**src/wfrc_pkg.sv**
```systemverilog
// Shared types, codes and constants of the wall-follow reactive controller.
package wfrc_pkg;

  localparam int NUM_SENSORS = 8;
  localparam int THR_W       = 12;
  localparam int SPEED_W     = 10;
  localparam int LOSE_W      = 8;
  localparam int ESC_W       = 4;
  localparam int OUT_SPEED_W = 11;
  localparam int OUT_DATA_W  = 32;
  localparam int CFG_ADDR_W  = 5;
  localparam int CFG_DATA_W  = 32;

  localparam logic [THR_W-1:0]   FRONT_THR_RST  = 12'd150;
  localparam logic [THR_W-1:0]   SIDE_THR_RST   = 12'd200;
  localparam logic [SPEED_W-1:0] FULL_SPEED_RST = 10'd1000;
  localparam logic [LOSE_W-1:0]  LOSE_RST       = 8'd40;
  localparam logic [ESC_W-1:0]   ESC_RST        = 4'd5;

  localparam int SENSOR_FRONT_RIGHT = 0;
  localparam int SENSOR_DIAG_RIGHT  = 1;
  localparam int SENSOR_SIDE_RIGHT  = 2;
  localparam int SENSOR_SIDE_LEFT   = 5;
  localparam int SENSOR_DIAG_LEFT   = 6;
  localparam int SENSOR_FRONT_LEFT  = 7;

  typedef enum logic [2:0] {
    REG_FRONT_THR  = 3'd0,
    REG_SIDE_THR   = 3'd1,
    REG_FULL_SPEED = 3'd2,
    REG_LOSE_WALL  = 3'd3,
    REG_ESCAPE     = 3'd4
  } reg_idx_t;

  typedef enum logic [2:0] {
    LAYER_ESCAPE   = 3'd0,
    LAYER_CORNER   = 3'd1,
    LAYER_OBSTACLE = 3'd2,
    LAYER_SEEK     = 3'd3,
    LAYER_CRUISE   = 3'd4
  } layer_t;

  typedef enum logic [1:0] {
    SIDE_NONE  = 2'd0,
    SIDE_LEFT  = 2'd1,
    SIDE_RIGHT = 2'd2
  } side_t;

  typedef struct packed {
    logic [THR_W-1:0]   front_thr;
    logic [THR_W-1:0]   side_thr;
    logic [SPEED_W-1:0] full_speed;
    logic [LOSE_W-1:0]  lose_wall;
    logic [ESC_W-1:0]   escape;
  } cfg_t;

  typedef struct packed {
    logic [NUM_SENSORS-1:0] is_max;
    logic [NUM_SENSORS-1:0] above;
    logic                   front_right_gt;
    logic                   left_sum_gt;
  } lane_flags_t;

endpackage

```
**src/wfrc_lane.sv**
```systemverilog
// One sensor lane: maximum test against all samples and threshold test.
module wfrc_lane #(
  parameter int SAMPLE_BITS = 12
) (
  input  logic [SAMPLE_BITS-1:0]   own_sample,
  input  logic [8*SAMPLE_BITS-1:0] all_samples,
  input  logic [11:0]              threshold,
  output logic                     is_max,
  output logic                     above
);
  import wfrc_pkg::*;

  localparam int CMP_W = (SAMPLE_BITS > THR_W) ? SAMPLE_BITS : THR_W;

  logic [NUM_SENSORS-1:0] not_less;

  always_comb begin
    for (int j = 0; j < NUM_SENSORS; j++) begin
      not_less[j] = (own_sample >= all_samples[j*SAMPLE_BITS +: SAMPLE_BITS]);
    end
  end

  assign is_max = &not_less;
  assign above  = (CMP_W'(own_sample) > CMP_W'(threshold));

endmodule

```
**src/wfrc_merge.sv**
```systemverilog
// Merge stage: layer priority, controller state and the output register.
module wfrc_merge (
  input  logic                          clk,
  input  logic                          rst_n,
  input  logic                          s1_valid,
  input  wfrc_pkg::lane_flags_t         flags,
  input  wfrc_pkg::cfg_t                cfg,
  output logic                          s2_ready,
  output logic                          out_tvalid,
  input  logic                          out_tready,
  // out_tdata: left_speed[10:0], right_speed[21:11], wall_side[23:22],
  // acting_layer[26:24], zero fill [31:27]
  output logic [wfrc_pkg::OUT_DATA_W-1:0] out_tdata
);
  import wfrc_pkg::*;

  logic [ESC_W-1:0]       escape_r, escape_nxt;
  logic [LOSE_W-1:0]      lost_r, lost_nxt;
  side_t                  side_r, side_nxt, side_cur;
  logic                   out_valid_r;
  logic [OUT_DATA_W-1:0]  out_data_r, out_data_nxt;
  logic                   fire;

  logic [17:0]            p1;
  logic [27:0]            p8;
  logic [6:0]             t1;
  logic [8:0]             t5;
  logic [9:0]             t8;
  logic [OUT_SPEED_W-1:0] full, v1, v5, v8, left, right;
  layer_t                 layer;
  logic [2:0]             first_max;
  logic                   found;

  assign s2_ready = !out_valid_r || out_tready;
  assign fire     = s1_valid && s2_ready;

  assign p1   = 18'(cfg.full_speed) * 18'd205;
  assign p8   = 28'({cfg.full_speed, 2'b00}) * 28'd52429;
  assign t1   = p1[17:11];
  assign t8   = p8[27:18];
  assign t5   = cfg.full_speed[SPEED_W-1:1];
  assign full = {1'b0, cfg.full_speed};
  assign v1   = {4'b0, t1};
  assign v5   = {2'b0, t5};
  assign v8   = {1'b0, t8};

  always_comb begin
    found     = 1'b0;
    first_max = 3'd7;
    for (int i = 0; i < NUM_SENSORS - 1; i++) begin
      if (!found && flags.is_max[i]) begin
        found     = 1'b1;
        first_max = 3'(i);
      end
    end
  end

  always_comb begin
    escape_nxt = escape_r;
    lost_nxt   = lost_r;
    side_cur   = side_r;
    layer      = LAYER_SEEK;
    left       = full;
    right      = full;
    if (escape_r != '0 || (flags.above[SENSOR_FRONT_RIGHT] && flags.above[SENSOR_FRONT_LEFT]))
    begin
      if (escape_r != '0) begin
        escape_nxt = escape_r - 1'b1;
        layer      = LAYER_ESCAPE;
      end else begin
        escape_nxt = (cfg.escape == '0) ? '0 : cfg.escape - 1'b1;
        layer      = LAYER_CORNER;
      end
      if (flags.left_sum_gt) begin
        left  = full;
        right = -full;
      end else begin
        left  = -full;
        right = full;
      end
    end else if (flags.above[SENSOR_FRONT_RIGHT] || flags.above[SENSOR_FRONT_LEFT]) begin
      layer = LAYER_OBSTACLE;
      if (flags.front_right_gt) begin
        left  = -v8;
        right = v8;
      end else begin
        left  = v8;
        right = -v8;
      end
    end else if (flags.is_max[SENSOR_SIDE_RIGHT] && flags.above[SENSOR_SIDE_RIGHT]) begin
      side_cur = SIDE_RIGHT;
      lost_nxt = cfg.lose_wall;
      layer    = LAYER_CRUISE;
    end else if (flags.is_max[SENSOR_SIDE_LEFT] && flags.above[SENSOR_SIDE_LEFT]) begin
      side_cur = SIDE_LEFT;
      lost_nxt = cfg.lose_wall;
      layer    = LAYER_CRUISE;
    end else begin
      if (lost_r != '0) begin
        lost_nxt = lost_r - 1'b1;
      end
      layer = LAYER_SEEK;
      case (first_max)
        3'd0: begin left = full; right = v8;   end
        3'd1: begin left = full; right = v5;   end
        3'd2: begin left = full; right = v1;   end
        3'd5: begin left = v1;   right = full; end
        3'd6: begin left = v5;   right = full; end
        3'd7: begin left = v8;   right = full; end
        default: begin left = full; right = full; end
      endcase
    end
    side_nxt     = (lost_nxt == '0) ? SIDE_NONE : side_cur;
    out_data_nxt = {5'b0, layer, side_nxt, right, left};
  end

  always_ff @(posedge clk) begin
    if (!rst_n) begin
      escape_r    <= '0;
      lost_r      <= LOSE_RST;
      side_r      <= SIDE_NONE;
      out_valid_r <= 1'b0;
    end else begin
      if (fire) begin
        escape_r <= escape_nxt;
        lost_r   <= lost_nxt;
        side_r   <= side_nxt;
      end
      if (s2_ready) begin
        out_valid_r <= s1_valid;
      end
    end
  end

  always_ff @(posedge clk) begin
    if (fire) begin
      out_data_r <= out_data_nxt;
    end
  end

  assign out_tvalid = out_valid_r;
  assign out_tdata  = out_data_r;

endmodule

```
**src/wall_follow_reactive_controller_top.sv**
```systemverilog
// Wall-follow reactive controller: config port, sensor lanes, merge stage.
// An accepted input word passes the flags register, then the output register.
// Throughput: 1 word per cycle while out_tready is high; eight comparison lanes and one merge stage.
// Reset (rst_n low, synchronous): pipeline empties, config registers and
// controller state return to their defaults.
module wall_follow_reactive_controller_top #(
  parameter int SAMPLE_BITS = 12
) (
  input  logic                           clk,
  input  logic                           rst_n,
  input  logic                           in_tvalid,
  output logic                           in_tready,
  // in_tdata: prox_front_right, prox_diag_right, prox_side_right,
  // prox_back_right, prox_back_left, prox_side_left, prox_diag_left,
  // prox_front_left, SAMPLE_BITS each, lowest first
  input  logic [8*SAMPLE_BITS-1:0]       in_tdata,
  output logic                           out_tvalid,
  input  logic                           out_tready,
  // out_tdata: left_speed[10:0], right_speed[21:11], wall_side[23:22],
  // acting_layer[26:24], zero fill [31:27]
  output logic [wfrc_pkg::OUT_DATA_W-1:0] out_tdata,
  input  logic                           cfg_psel,
  input  logic                           cfg_penable,
  input  logic                           cfg_pwrite,
  input  logic [wfrc_pkg::CFG_ADDR_W-1:0] cfg_paddr,
  input  logic [wfrc_pkg::CFG_DATA_W-1:0] cfg_pwdata,
  output logic [wfrc_pkg::CFG_DATA_W-1:0] cfg_prdata,
  output logic                           cfg_pready
);
  import wfrc_pkg::*;

  localparam int SUM_W = SAMPLE_BITS + 2;

  cfg_t        cfg_r;
  reg_idx_t    reg_idx;
  logic        cfg_wr;

  lane_flags_t flags_nxt, flags_r;
  logic        s1_valid_r;
  logic        s2_ready;
  logic [SUM_W-1:0] sum_left, sum_right;
  logic [11:0] lane_thr [NUM_SENSORS];
  logic [NUM_SENSORS-1:0] lane_is_max, lane_above;
  logic        left_sum_gt, front_right_gt;

  assign cfg_pready = 1'b1;
  assign reg_idx    = reg_idx_t'(cfg_paddr[CFG_ADDR_W-1:2]);
  assign cfg_wr     = cfg_psel && cfg_penable && cfg_pwrite && cfg_pready;

  always_ff @(posedge clk) begin
    if (!rst_n) begin
      cfg_r.front_thr  <= FRONT_THR_RST;
      cfg_r.side_thr   <= SIDE_THR_RST;
      cfg_r.full_speed <= FULL_SPEED_RST;
      cfg_r.lose_wall  <= LOSE_RST;
      cfg_r.escape     <= ESC_RST;
    end else if (cfg_wr) begin
      unique case (reg_idx)
        REG_FRONT_THR:  cfg_r.front_thr  <= cfg_pwdata[THR_W-1:0];
        REG_SIDE_THR:   cfg_r.side_thr   <= cfg_pwdata[THR_W-1:0];
        REG_FULL_SPEED: cfg_r.full_speed <= cfg_pwdata[SPEED_W-1:0];
        REG_LOSE_WALL:  cfg_r.lose_wall  <= cfg_pwdata[LOSE_W-1:0];
        REG_ESCAPE:     cfg_r.escape     <= cfg_pwdata[ESC_W-1:0];
        default: ;
      endcase
    end
  end

  always_comb begin
    unique case (reg_idx)
      REG_FRONT_THR:  cfg_prdata = CFG_DATA_W'(cfg_r.front_thr);
      REG_SIDE_THR:   cfg_prdata = CFG_DATA_W'(cfg_r.side_thr);
      REG_FULL_SPEED: cfg_prdata = CFG_DATA_W'(cfg_r.full_speed);
      REG_LOSE_WALL:  cfg_prdata = CFG_DATA_W'(cfg_r.lose_wall);
      REG_ESCAPE:     cfg_prdata = CFG_DATA_W'(cfg_r.escape);
      default:        cfg_prdata = '0;
    endcase
  end

  always_comb begin
    for (int i = 0; i < NUM_SENSORS; i++) begin
      lane_thr[i] = ((i == SENSOR_SIDE_RIGHT) || (i == SENSOR_SIDE_LEFT)) ?
                    cfg_r.side_thr : cfg_r.front_thr;
    end
  end

  for (genvar g = 0; g < NUM_SENSORS; g++) begin : g_lane
    wfrc_lane #(.SAMPLE_BITS(SAMPLE_BITS)) u_lane (
      .own_sample  (in_tdata[g*SAMPLE_BITS +: SAMPLE_BITS]),
      .all_samples (in_tdata),
      .threshold   (lane_thr[g]),
      .is_max      (lane_is_max[g]),
      .above       (lane_above[g])
    );
  end

  assign sum_left =
    SUM_W'(in_tdata[SENSOR_FRONT_LEFT*SAMPLE_BITS +: SAMPLE_BITS]) +
    SUM_W'(in_tdata[SENSOR_DIAG_LEFT*SAMPLE_BITS +: SAMPLE_BITS]) +
    SUM_W'(in_tdata[SENSOR_SIDE_LEFT*SAMPLE_BITS +: SAMPLE_BITS]);
  assign sum_right =
    SUM_W'(in_tdata[SENSOR_FRONT_RIGHT*SAMPLE_BITS +: SAMPLE_BITS]) +
    SUM_W'(in_tdata[SENSOR_DIAG_RIGHT*SAMPLE_BITS +: SAMPLE_BITS]) +
    SUM_W'(in_tdata[SENSOR_SIDE_RIGHT*SAMPLE_BITS +: SAMPLE_BITS]);

  assign left_sum_gt    = (sum_left > sum_right);
  assign front_right_gt =
    (in_tdata[SENSOR_FRONT_RIGHT*SAMPLE_BITS +: SAMPLE_BITS] >
     in_tdata[SENSOR_FRONT_LEFT*SAMPLE_BITS +: SAMPLE_BITS]);

  assign flags_nxt = {lane_is_max, lane_above, front_right_gt, left_sum_gt};

  assign in_tready = !s1_valid_r || s2_ready;

  always_ff @(posedge clk) begin
    if (!rst_n) begin
      s1_valid_r <= 1'b0;
    end else if (in_tready) begin
      s1_valid_r <= in_tvalid;
    end
  end

  always_ff @(posedge clk) begin
    if (in_tvalid && in_tready) begin
      flags_r <= flags_nxt;
    end
  end

  wfrc_merge u_merge (
    .clk        (clk),
    .rst_n      (rst_n),
    .s1_valid   (s1_valid_r),
    .flags      (flags_r),
    .cfg        (cfg_r),
    .s2_ready   (s2_ready),
    .out_tvalid (out_tvalid),
    .out_tready (out_tready),
    .out_tdata  (out_tdata)
  );

endmodule

```
**config.mk**
```make
export PLATFORM = sky130hd
export DESIGN_NAME = wall_follow_reactive_controller_top
export DESIGN_NICKNAME = d
export VERILOG_FILES = /design/src/wfrc_pkg.sv /design/src/wfrc_lane.sv /design/src/wfrc_merge.sv /design/src/wall_follow_reactive_controller_top.sv
export SDC_FILE = /design/constraint.sdc
export NUM_CORES = 1
export LEC_CHECK = 0
export BUFFER_PORTS_ARGS = -buffer_cell sky130_fd_sc_hd__buf_2
export CELL_PAD_IN_SITES_DETAIL_PLACEMENT = 2
export CELL_PAD_IN_SITES_GLOBAL_PLACEMENT = 2
export CORE_ASPECT_RATIO = 1.25
export CORE_UTILIZATION = 41
export DETAILED_ROUTE_END_ITERATION = 6
export PLACE_DENSITY = 0.95
export SLEW_MARGIN = 5
export SYNTH_ARGS = -nofsm -noshare
export SYNTH_HDL_FRONTEND = slang
export SYNTH_SLANG_ARGS = --single-unit
```
**constraint.sdc**
```tcl
create_clock -name clk -period 9.66 [get_ports clk]
set_input_delay 1.932 -clock clk [delete_from_list [all_inputs] [get_ports clk]]
set_output_delay 1.932 -clock clk [all_outputs]
set_load 0.1 [all_outputs]
```
# Word-level counts from Yosys, hierarchy flattened
# Cells that the tools add are included.
[totals]
register_bits = 106
input_bits = 140
out_inout_bits = 67
word_cells = 190
[classes]
add_sub_neg = 9
multipliers = 2
magnitude_cmp = 66
n_eq_ne = 9
muxes = 45
n_reduce_logical = 44
[ops]
columns = ["operator", "count"]
rows = [
  ["12-bit >= comparator", 56],
  ["11-bit two-way mux", 12],
  ["12-bit greater-than comparator", 9],
  ["10-bit one-hot mux with 3 select lines", 2],
  ["12-bit one-hot mux with 5 select lines", 1],
  ["8-bit AND reduction", 7],
  ["8-bit two-way mux", 5],
  ["3-bit two-way mux", 11],
  ["13-bit by 12-bit adder with 14-bit output", 2],
  ["12-bit by 12-bit adder with 13-bit output", 2],
  ["10-bit by 16-bit multiplier with 26-bit output (second input constant)", 1],
  ["10-bit negator with 11-bit output", 2],
  ["10-bit by 8-bit multiplier with 18-bit output (second input constant)", 1],
  ["14-bit greater-than comparator", 1],
  ["1-bit logical AND", 13],
  ["3-bit == test (second input constant)", 4],
  ["2-bit AND reduction", 6],
  ["2-bit two-way mux", 5],
  ["3-bit by 2-bit == test with 1-bit output (second input constant)", 3],
  ["1-bit zero test", 8],
  ["8-bit zero test", 1],
  ["4-bit two-way mux", 2],
  ["8-bit nonzero test", 1],
  ["4-bit by 1-bit subtractor with 4-bit output (second input constant)", 2],
  ["other kinds (7)", 18],
]

# Longest topological paths before layout
# Gate-level depths: netlist (run 1).
[depth]
word_depth = 25
depth_mapped = 22
depth_no_buf = 21

# Hierarchy
# A second synthesis (run 1) with hierarchy kept.
[hier_totals]
hier_cells = 4153
hier_area_um2 = 32904.1
[by_module_without_submodules]
columns = ["mod", "instances", "cells_each", "area_per_inst_um2", "seq_area_each_um2"]
rows = [
  ["wfrc_lane at g_lane[0].u_lane ...", 7, 348, 2588.7, 0.0],
  ["wfrc_merge", 1, 836, 7144.4, 1111.1],
  ["wall_follow_reactive_controller_top", 1, 525, 5053.6, 1481.4],
  ["wfrc_lane at g_lane[4].u_lane", 1, 356, 2585.0, 0.0],
]

# Worst setup path before layout (run 1)
# OpenSTA, ideal clock, no wires.
[synth_timing]
path_kind = "input to output"
start = "in cfg_paddr[2] (netlist name)"
end = "out cfg_prdata[10] (netlist name)"
arrival_ps = 4707
required_time_ps = 7728
setup_slack_ps = 3021
cell_stages = 4
path_buffers = 2
cell_sequence = "buf_1 -> clkbuf_1 -> mux2i_1 -> nor3_1"
[synth_between]
elab_chain_len = 2
word_cells_on_any_way = 6
classes_between = "eq/ne: 4; mux: 1; reduce/logical: 1"
[synth_lines]
columns = ["item", "line_no", "rtl"]
rows = [
  ["start: declaration", "wall_follow_reactive_controller_top.sv:25", "input logic [wfrc_pkg::CFG_ADDR_W-1:0] cfg_paddr,"],
  ["3-bit == test (tied with other cells)", "wall_follow_reactive_controller_top.sv:70", "unique case (reg_idx)"],
  ["12-bit one-hot mux with 5 select lines (*)", "wall_follow_reactive_controller_top.sv:70", ""],
  ["end: declaration", "wall_follow_reactive_controller_top.sv:27", "output logic [wfrc_pkg::CFG_DATA_W-1:0] cfg_prdata,"],
]
# Every way passes the cells marked *; elsewhere a longest branch is shown, timed or not.

# Worst setup path after layout (run 1)
[layout_timing]
start = "reg cfg_r[19] (netlist name)"
end = "reg u_merge.out_data_r[18] (netlist: u_merge.out_tdata[18]), data pin"
[layout_between]
elab_chain_len = 6
word_cells_on_any_way = 10
classes_between = "add/sub: 2; mul: 1; mux: 7"
[layout_lines]
columns = ["item", "line_no", "rtl"]
rows = [
  ["start: declaration", "wall_follow_reactive_controller_top.sv:34", "cfg_t cfg_r;"],
  ["branches (longest 5 deep; another with 10-bit by 16-bit multiplier with 26-bit output)", "-", ""],
  ["11-bit two-way mux (*)", "wfrc_merge.sv:65", "if (escape_r != '0 || (flags.above[SENSOR_FRONT_RIGHT] && flags.above[SENSOR_FRONT_LEFT]))"],
  ["named net u_merge.right[7]", "wfrc_merge.sv:29", "logic [OUT_SPEED_W-1:0] full, v1, v5, v8, left, right;"],
  ["end signal: assignment", "wfrc_merge.sv:137", "out_data_r <= out_data_nxt;"],
  ["end: declaration", "wfrc_merge.sv:21", "logic [OUT_DATA_W-1:0] out_data_r, out_data_nxt;"],
]
# Mark *: on every way through the listed nets, which the timed path passes.
# A chain may end at the register's enable or synchronous reset.

==> flow_metrics.tcl, run 1 <==
set metrics [dict create \
    status "finished, final reports clean" \
    cts_root_buf "clkbuf_16" \
    mostFrequentLayoutCell "ha_1" \
    post_cts_buffers 0 \
    ir_drop_mv 0.09560 \
    regArea_mm2 0.002442 \
    power_density_mw_per_mm2 118.4 \
    path_class "reg2reg" \
    worst_pin_slew_ns 1.292 \
    hold_path.startpoint "u_merge.side_r[0]" \
    initial_core_util_pct 41.86 \
    cp.required_ns 9.78 \
    ant_nets 0 \
    routedWlPerCell_um 33.70 \
    post-dp-hpwl_um 80680 \
    synth_top_area_share_pct 33.70 \
    worst_slack_ns 2.039 \
    setup_viol 0 \
    finalWeightedCongestion 0.9531 \
    synthesis.area_mm2 0.01990 \
    maxCapViolCount 0 \
    crit_chain "inv_1, ha_1, inv_1, fa_1, fa_1, inv_1, fa_1, inv_1, fa_1, inv_1, ha_1, a21o_1, nand2_1, a21boi_0, a21bo_1, a31o_4, a311oi_2, nand4_2, o31ai_2, xnor2_1, a21o_1" \
    ys.flop_type "dfxtp_1" \
    crit_fanout 11 \
    overflow 0 \
    clock_latency_ns 0.39 \
    vias 20940 \
    antenna_found_initial 7 \
    pre_cts_ws_ns 2.162 \
    arrival_ns 7.75 \
    grt_pass1_wl_um 152600 \
    power.leakage_nw 10.83 \
    vias_per_cell 6.793 \
    cts.sink_count 102 \
    final_cells 3082 \
    rsz0062_at_grt "false" \
    crit_path_frequent_cell "inv_1" \
    dp_cells 3062 \
    slowest_stage "dfxtp_1" \
    drt_iter0_drc 1476 \
    fp.dieW_um 199.1 \
    cp.buffers_inverters 5 \
    synth_top_cell_by_area "ha_1" \
    numCtsBuffers 9 \
    grt_pass1_vias 24420 \
    placeableCoreArea_mm2 0.04755 \
    cts.hold.buffers_added 0 \
    cts_max_path_buffers 2 \
    crit_start "cfg_r[19]" \
    min_path_type "reg2reg" \
    period_minus_slack_ns 7.621 \
    r2r-start "cfg_r[19]" \
    synth-seq-cells 102 \
    synth_edf_count 40 \
    die-area_mm2 0.04943 \
    finClkSkew_ns 0.02011 \
    start_kind "register" \
    nets 3185 \
    drc_errors 0 \
    rows 89 \
    relSlewSlack_pct 11.67 \
    io_pins 207 \
    fillers 5331 \
    syn_area_per_cell_um2 8.631 \
    drt-total-wl_um 103900 \
    fin_tns_setup_ns 0 \
    die_y_um 248.3 \
    syn_to_final_growth_pct 8.367 \
    cts-htree-levels 3 \
    endpoint_kind "register" \
    yosysWarningCount 0 \
    hold_viol_final 0 \
    grt_max_degree 61 \
    slew_viol_final 0 \
    grt.total_usage_pct 42.14 \
    layout_common_cells "536 x ha_1, 258 x inv_1, 160 x a21oi_1" \
    netlist-cell-type-count 90 \
    multi_input_area_mm2 0.01623 \
    dr.pass1.iters 5 \
    io_buffers 158 \
    max_freq_ghz 0.1312 \
    synth.area.top_cells "ha_1 34%, fa_1 7.3%, dfxtp_1 6.2%" \
    fin_crit_sh_pct 78.89 \
    cts.clk_slew.worst_paths_ns 0.09 \
    crit_family "adder cells" \
    synth-seq-area-share_pct 12.27 \
    cts_tree "built" \
    layout-drive-gt1-share_pct 8.890 \
    slowest_delay_ns 0.94 \
    syn_inst 2306 \
    post_cts_resized 0 \
    async_flop_share_pct 0 \
]
[cells by family (layout without fill, tap and decap cells)]
logic type	Yosys count	in the layout	share of synthesized area (%)
AOI/OAI and AO/OA	618	618	20.87
adders and majority gates	609	609	41.04
and+or+nand+nor	563	563	14.79
buffers and inverters	328	439	6.714
DFF	102	102	12.27
xor gates and xnor gates	61	61	2.854
muxes	23	23	1.421
other	2	30	0.03773
[routing by layer]
layer	share of wire [%]	up-vias	GRT usage [%]
met3	7.5	722	10.32
met2	48	1293	72.39
li1	-	8658	-
met1	33	10260	40.14
met5	0.052	-	0
met4	12	8	43.48
[synthesized netlist by cell type (all sizes together) (41+ instances only)]
cell / number
a21o: 112
ha: 536
dfxtp: 62
o21ai: 103
nand2b: 44
nor2: 91
a21oi: 161
clkbuf: 41
nand2: 144
xnor2: 42
nor2b: 69
inv: 258
fa: 73
nand4: 73
[path summary, 6_finish.rpt]
kind | slack (ns) | to | cells past startpoint
max reg2reg | 2.04 | u_merge.out_tdata[18] | 21
min | 0.52 | u_merge.side_r[0] | 2
max | 2.04 | u_merge.out_tdata[18] | 21
min reg2reg | 0.52 | u_merge.side_r[0] | 2
[per-stage QoR]
| stage | hold WS, ns | util (%) | instance area [µm²] | total power [W] |
|---|---|---|---|---|
| 3_3_place_gp | 0.4428 | 44.74 | 21270 | 0.001899 |
| 2_1_floorplan | 0.4317 | - | 19990 | 0.001534 |
| 6_report | 0.5190 | 45.36 | 21570 | 0.002554 |
| 3_5_place_dp | 0.4773 | 44.74 | 21270 | 0.002085 |
| 4_1_cts | 0.5270 | 45.33 | 21550 | 0.002492 |
| 5_1_grt | 0.5391 | 45.34 | 21560 | 0.002649 |
[sequential cells by signal (all words and copies together), names as in the netlist]
register and count:
u_merge.out_tvalid 1, flags_r 13, u_merge.out_tdata 27, cfg_r 46, u_merge.lost_r 8, u_merge.escape_r 4, s1_valid_r 1, u_merge.side_r 2
[worst min-delay path, delay by kind of cell, from the launching register on]
| family | cells | cell delay [ns] |
|---|---|---|
| AND/OR/NAND/NOR | 1 | 0.07 |
| flip-flops | 1 | 0.32 |
| AO/OA/AOI/OAI | 1 | 0.08 |
[layout make-up]
type | count | share of cell area [%]
Antenna cell | 4 | 0.04641
Clock buffer | 9 | 1.044
Clock inverter | 7 | 0.2552
Inverter | 258 | 4.490
Multi-Input combinational cell | 1900 | 75.23
Sequential cell | 102 | 11.32
Tap cell | 637 | 3.695
Timing Repair Buffer | 165 | 3.910
[power by group]
part | total (W) | switching (W) | internal [W]
Combinational | 0.00166 | 0.00112 | 0.000539
Sequential | 0.000515 | 0.0000317 | 0.000483
Clock | 0.000378 | 0.000199 | 0.000179
Total | 0.00255 | 0.00135 | 0.00120
No activity file was read; power rests on OpenSTA's default activity.
==> inputs of run 2 (changes only) <==
--- a/config.mk
+++ b/config.mk
@@ -5,13 +5,14 @@
 export SDC_FILE = /design/constraint.sdc
 export NUM_CORES = 1
 export LEC_CHECK = 0
+export ABC_AREA = 1
 export BUFFER_PORTS_ARGS = -buffer_cell sky130_fd_sc_hd__buf_2
 export CELL_PAD_IN_SITES_DETAIL_PLACEMENT = 2
 export CELL_PAD_IN_SITES_GLOBAL_PLACEMENT = 2
 export CORE_ASPECT_RATIO = 1.25
-export CORE_UTILIZATION = 41
+export CORE_UTILIZATION = 32
 export DETAILED_ROUTE_END_ITERATION = 6
-export PLACE_DENSITY = 0.95
+export PLACE_DENSITY = 0.88
 export SLEW_MARGIN = 5
 export SYNTH_ARGS = -nofsm -noshare
 export SYNTH_HDL_FRONTEND = slang
==> constraint.sdc (replaced) <==
create_clock -name clk -period 6.3 [get_ports clk]
set_input_delay 1.26 -clock clk [delete_from_list [all_inputs] [get_ports clk]]
set_output_delay 1.26 -clock clk [all_outputs]
set_load 0.1 [all_outputs]
==> flow_metrics.tcl, run 2 <==
set metrics [dict create \
    drc_errors 0 \
    mostFrequentLayoutCell "ha_1" \
    syn_inst 2857 \
    crit_path_frequent_cell "nand2_1" \
    netlist-cell-type-count 58 \
    placeableCoreArea_mm2 0.06441 \
    syn_area_per_cell_um2 7.294 \
    grt.total_usage_pct 29.55 \
    cts.clk_slew.worst_paths_ns 0.08 \
    dp_cells 3874 \
    io_buffers 158 \
    yosysMostFrequentCell "ha_1" \
    initial_core_util_pct 32.35 \
    ir_drop_mv 0.1594 \
    path_class "reg2reg" \
    rsz0062_at_grt "false" \
    period_minus_slack_ns 5.823 \
    final_cells 3891 \
    max_freq_ghz 0.1717 \
    ys_top_cells_by_count "536 x ha_1, 490 x nand2_1, 470 x inv_1, 286 x a21oi_1, 193 x nor2_1" \
    drt_iter0_drc 931 \
    layout-drive-gt1-share_pct 9.172 \
    synth_top_area_share_pct 32.18 \
    p_clk_share_pct 14.9 \
    io_pins 207 \
    p_sw_share_pct 54.47 \
    top_register "cfg_r" \
    overflow 0 \
    switchingPower_w 0.002286 \
    crit_fanout 4 \
    seq_power_share_pct 18.5 \
    clock_latency_ns 0.37 \
    power.leakage_nw 12.01 \
    ant_nets 0 \
    hold_viol_final 0 \
    min_path_type "reg2reg" \
    synth-seq-area-share_pct 11.72 \
    ys.flop_type "dfxtp_1" \
    synth_edf_count 40 \
    synth-seq-cells 102 \
    yosysWarningCount 0 \
    whs_ns 0.4911 \
    finalWeightedCongestion 0.9609 \
    vias 22350 \
    dr.pass1.iters 5 \
    numCtsBuffers 9 \
    synthesis.area_mm2 0.02084 \
    routedWlPerCell_um 25.44 \
    endpoint_kind "register" \
    fin_crit_sh_pct 92.44 \
    cts_max_path_buffers 2 \
    design_area_mm2 0.02307 \
    fin_tns_setup_ns 0 \
    start_kind "register" \
    cp.required_ns 6.41 \
    worst_pin_slew_ns 0.9287 \
    antenna_found_initial 1 \
    rows 104 \
    drt-total-wl_um 98990 \
    cp.buffers_inverters 5 \
    arrival_ns 5.93 \
    slowest_stage "fa_1" \
    grt_max_degree 47 \
    cts.sink_count 102 \
    grt_pass1_vias 25140 \
    cts.hold.buffers_added 0 \
    fillers 7771 \
    die_y_um 287.3 \
    grt_pass1_wl_um 147800 \
    finClkSkew_ns 0.01640 \
    intPower_w 0.001911 \
    maxCapViolCount 0 \
    crit_family "adder cells" \
    post_cts_buffers 0 \
    power_density_mw_per_mm2 181.9 \
    largest_reg_flops 46 \
    vias_per_cell 5.745 \
    synth.area.top_cells "ha_1 32%, nand2_1 8.8%, inv_1 8.5%" \
    relSlewSlack_pct 37.43 \
    post_cts_resized 0 \
    syn_to_final_growth_pct 10.72 \
    fp.dieW_um 230.2 \
    place_area_mm2 0.02275 \
    comb_power_share_pct 66.6 \
    nets 3786 \
    post-route-util_pct 35.82 \
    cts-htree-levels 3 \
    slew_viol_final 0 \
    slowest_delay_ns 0.68 \
    async_flop_share_pct 0 \
    post-dp-hpwl_um 83930 \
    die-area_mm2 0.06615 \
    status "finished, final reports clean" \
    cts_tree "built" \
    setup_viol 0 \
    synth_top_cell_by_area "ha_1" \
    cts_root_buf "clkbuf_16" \
    layout_common_cells "536 x ha_1, 490 x nand2_1, 470 x inv_1" \
]
run 2: cell types whose count changed after synthesis, sizes merged, moves of 17 or more:
cell	delta
nand2b	-44
inv	+222
xnor2	-34
a21oi	+126
o21ai	+41
a21o	-109
mux2i	-17
nand2	+370
nor2b	-69
nand3	+107
clkbuf	-27
a21boi	-19
nor2	+121
or3	-19
run 2: cells by family (layout without fill, tap and decap cells):
kind of cell / Yosys count / after routing / share of synthesized area, %
buffers and inverters: 529 / 690 / 10.09
DFF: 102 / 102 / 11.72
and+or+nand+nor: 988 / 988 / 21.09
xor gates and xnor gates: 38 / 38 / 1.597
other: 2 / 27 / 0.03604
adders and majority gates: 609 / 609 / 39.20
AOI/OAI and AO/OA: 589 / 589 / 16.27
run 2: tightest hold or removal path, stage by stage, from the launching register on:
cell     delay, ns
dfxtp_1       0.33
nand2_1       0.07
a21oi_1       0.06
run 2: final timing paths:
check,start,end,slack [ns],depth (start not counted)
max,cfg_r[20],u_merge.out_tdata[4],0.48,25
min reg2reg,u_merge.escape_r[2],u_merge.escape_r[2],0.49,2
min,u_merge.escape_r[2],u_merge.escape_r[2],0.49,2
max reg2reg,cfg_r[20],u_merge.out_tdata[4],0.48,25
run 2: per-stage QoR:
step	setup WS (ns)	power (W)
2_1_floorplan	1.037	0.002649
3_3_place_gp	0.7619	0.003342
3_5_place_dp	0.4956	0.003547
4_1_cts	0.4678	0.004180
5_1_grt	0.2426	0.004481
6_report	0.4765	0.004198
run 2: power by group through the flow:
| stage | Combinational, W | Sequential [W] | Clock [W] |
|---|---|---|---|
| 6_report | 0.00280 | 0.000777 | 0.000625 |
| 5_1_grt | 0.00305 | 0.000781 | 0.000648 |
| 4_1_cts | 0.00278 | 0.000778 | 0.000627 |
| 3_5_place_dp | 0.00275 | 0.000793 | 0 |
| 3_3_place_gp | 0.00255 | 0.000789 | 0 |
| 2_1_floorplan | 0.00169 | 0.000957 | 0 |
run 2: per-layer routing:
layer | up-vias | global-route usage (%) | part of all wire (%)
li1 | 10090 | - | -
met1 | 11080 | 29.00 | 36
met2 | 757 | 54.76 | 51
met3 | 426 | 3.938 | 4.0
met4 | 0 | 25.07 | 9.6
met5 | - | 0 | 0
run 2: cell type report:
type | count | area (µm²) | share of cell area (%)
multi-input combinational | 2250 | 16380 | 71.00
inverter | 481 | 1805 | 7.825
timing repair buffer | 193 | 1054 | 4.566
antenna | 1 | 2.502 | 0.01085
clock buffer | 10 | 239.0 | 1.036
clock inverter | 6 | 86.33 | 0.3742
tap | 848 | 1061 | 4.598
sequential | 102 | 2442 | 10.59
==> inputs of run 3 (changes only) <==
--- a/config.mk
+++ b/config.mk
@@ -13,7 +13,7 @@
 export CORE_UTILIZATION = 32
 export DETAILED_ROUTE_END_ITERATION = 6
 export PLACE_DENSITY = 0.88
-export SLEW_MARGIN = 5
+export REMOVE_ABC_BUFFERS = 1
 export SYNTH_ARGS = -nofsm -noshare
 export SYNTH_HDL_FRONTEND = slang
 export SYNTH_SLANG_ARGS = --single-unit
==> flow_metrics.tcl, run 3 (synthesis gave the netlist of run 2 again) <==
set metrics [dict create \
    n_antenna_cell 0 \
    grt.total_usage_pct 29.73 \
    dr.pass1.iters 5 \
    hold_viol_final 0 \
    ir_drop_mv 0.1617 \
    cts-htree-levels 3 \
    fp.dieW_um 230.2 \
    fin_crit_sh_pct 95.02 \
    comb_power_share_pct 67.0 \
    slew_viol_final 0 \
    drt_iter0_drc 1086 \
    slowest_delay_ns 0.61 \
    min_path_type "reg2reg" \
    cp.required_ns 6.41 \
    crit_path_frequent_cell "inv_1" \
    drt-total-wl_um 99350 \
    crit_family "adder cells" \
    rows 104 \
    io_buffers 158 \
    whs_ns 0.5018 \
    cts.sink_count 102 \
    clock_latency_ns 0.37 \
    routedWlPerCell_um 25.54 \
    post-route-util_pct 35.79 \
    dp_cells 3874 \
    period_minus_slack_ns 5.986 \
    worst_pin_slew_ns 0.8892 \
    die-area_mm2 0.06615 \
    die_y_um 287.3 \
    fillers 7725 \
    crit_fanout 4 \
    io_pins 207 \
    cp.buffers_inverters 7 \
    cts_max_path_buffers 2 \
    max_freq_ghz 0.1671 \
    initial_core_util_pct 32.35 \
    grt_pass1_wl_um 149000 \
    layout_common_cells "536 x ha_1, 490 x nand2_1, 470 x inv_1" \
    slowest_stage "fa_1" \
    overflow 0 \
    syn_to_final_growth_pct 10.62 \
    cts_tree "built" \
    drc_errors 0 \
    status "finished, final reports clean" \
    grt_pass1_vias 25380 \
    maxCapViolCount 0 \
    post-dp-hpwl_um 82950 \
    intPower_w 0.001900 \
    layout-drive-gt1-share_pct 9.139 \
    ant_nets 0 \
    start_kind "register" \
    cts_root_buf "clkbuf_16" \
    switchingPower_w 0.002297 \
    top_register "cfg_r" \
    rsz0062_at_grt "false" \
    regArea_mm2 0.002442 \
    fin_tns_setup_ns 0 \
    placeableCoreArea_mm2 0.06441 \
    seq_power_share_pct 18.5 \
    arrival_ns 6.10 \
    finClkSkew_ns 0.01516 \
    post_cts_resized 0 \
    numCtsBuffers 9 \
    antenna_found_initial 2 \
    finalWeightedCongestion 0.9568 \
    vias_per_cell 5.741 \
    largest_reg_flops 46 \
    endpoint_kind "register" \
    busiest_layer "met2" \
    p_clk_share_pct 14.5 \
    post_cts_buffers 0 \
    cts.hold.buffers_added 0 \
    gr-usage-met1_pct 30.46 \
    grtUsageMet3_pct 3.681 \
    nets 3786 \
    relSlewSlack_pct 40.26 \
    multi_input_area_mm2 0.01638 \
    cts.clk_slew.worst_paths_ns 0.08 \
    grt_util_met2_pct 54.07 \
    final_cells 3890 \
    path_class "reg2reg" \
    grt_max_degree 47 \
    vias 22330 \
    p_sw_share_pct 54.73 \
    power.leakage_nw 12.00 \
    mostFrequentLayoutCell "ha_1" \
    setup_viol 0 \
    power_density_mw_per_mm2 182.1 \
]
[run 3: per-layer routing]
metal | up-vias | wire length [µm]
met3 | 409 | 4418
met5 | - | 28
met1 | 11070 | 35930
met2 | 783 | 49740
met4 | 4 | 9224
li1 | 10070 | -
[run 3: power groups by stage]
stage	Clock [W]	Combinational, W	Sequential, W
after global placement	0	0.00255	0.000788
after CTS	0.000613	0.00279	0.000778
after detailed placement	0	0.00276	0.000793
after global routing	0.000632	0.00306	0.000782
after floorplan	0	0.00167	0.000958
final	0.000608	0.00281	0.000778
[run 3: area by class of cell]
class	count	area share (%)
multi-input combinational	2250	71.07
sequential	102	10.60
inverter	481	7.833
tap	848	4.603
timing repair buffer	193	4.570
clock buffer	10	0.9933
clock inverter	6	0.3311
[run 3: path summary, 6_finish.rpt]
kind                                          start                    end  slack, ns  depth (start not counted)
worst max register to register            cfg_r[20]  u_merge.out_tdata[15]       0.31                         26
worst min register to register  u_merge.escape_r[1]    u_merge.escape_r[1]       0.50                          2
worst max-delay path                      cfg_r[20]  u_merge.out_tdata[15]       0.31                         26
worst min-delay path            u_merge.escape_r[1]    u_merge.escape_r[1]       0.50                          2
[run 3: stage by stage]
step / setup slack (ns) / cell area, µm² / power (W)
6_report: 0.3139 / 23050 / 0.004198
3_5_place_dp: 0.4341 / 22750 / 0.003554
2_1_floorplan: 1.136 / 20630 / 0.002624
5_1_grt: 0.02836 / 23050 / 0.004478
3_3_place_gp: 0.7899 / 22750 / 0.003340
4_1_cts: 0.4031 / 23050 / 0.004177
[run 3: worst reg2reg max path: cells and delay by family, from the launching register on]
family	cells	cell delay (ns)
compound gates	1	0.21
simple gates	11	1.19
fa+ha+maj	7	3.29
flops	1	0.40
buf+inv	7	0.65
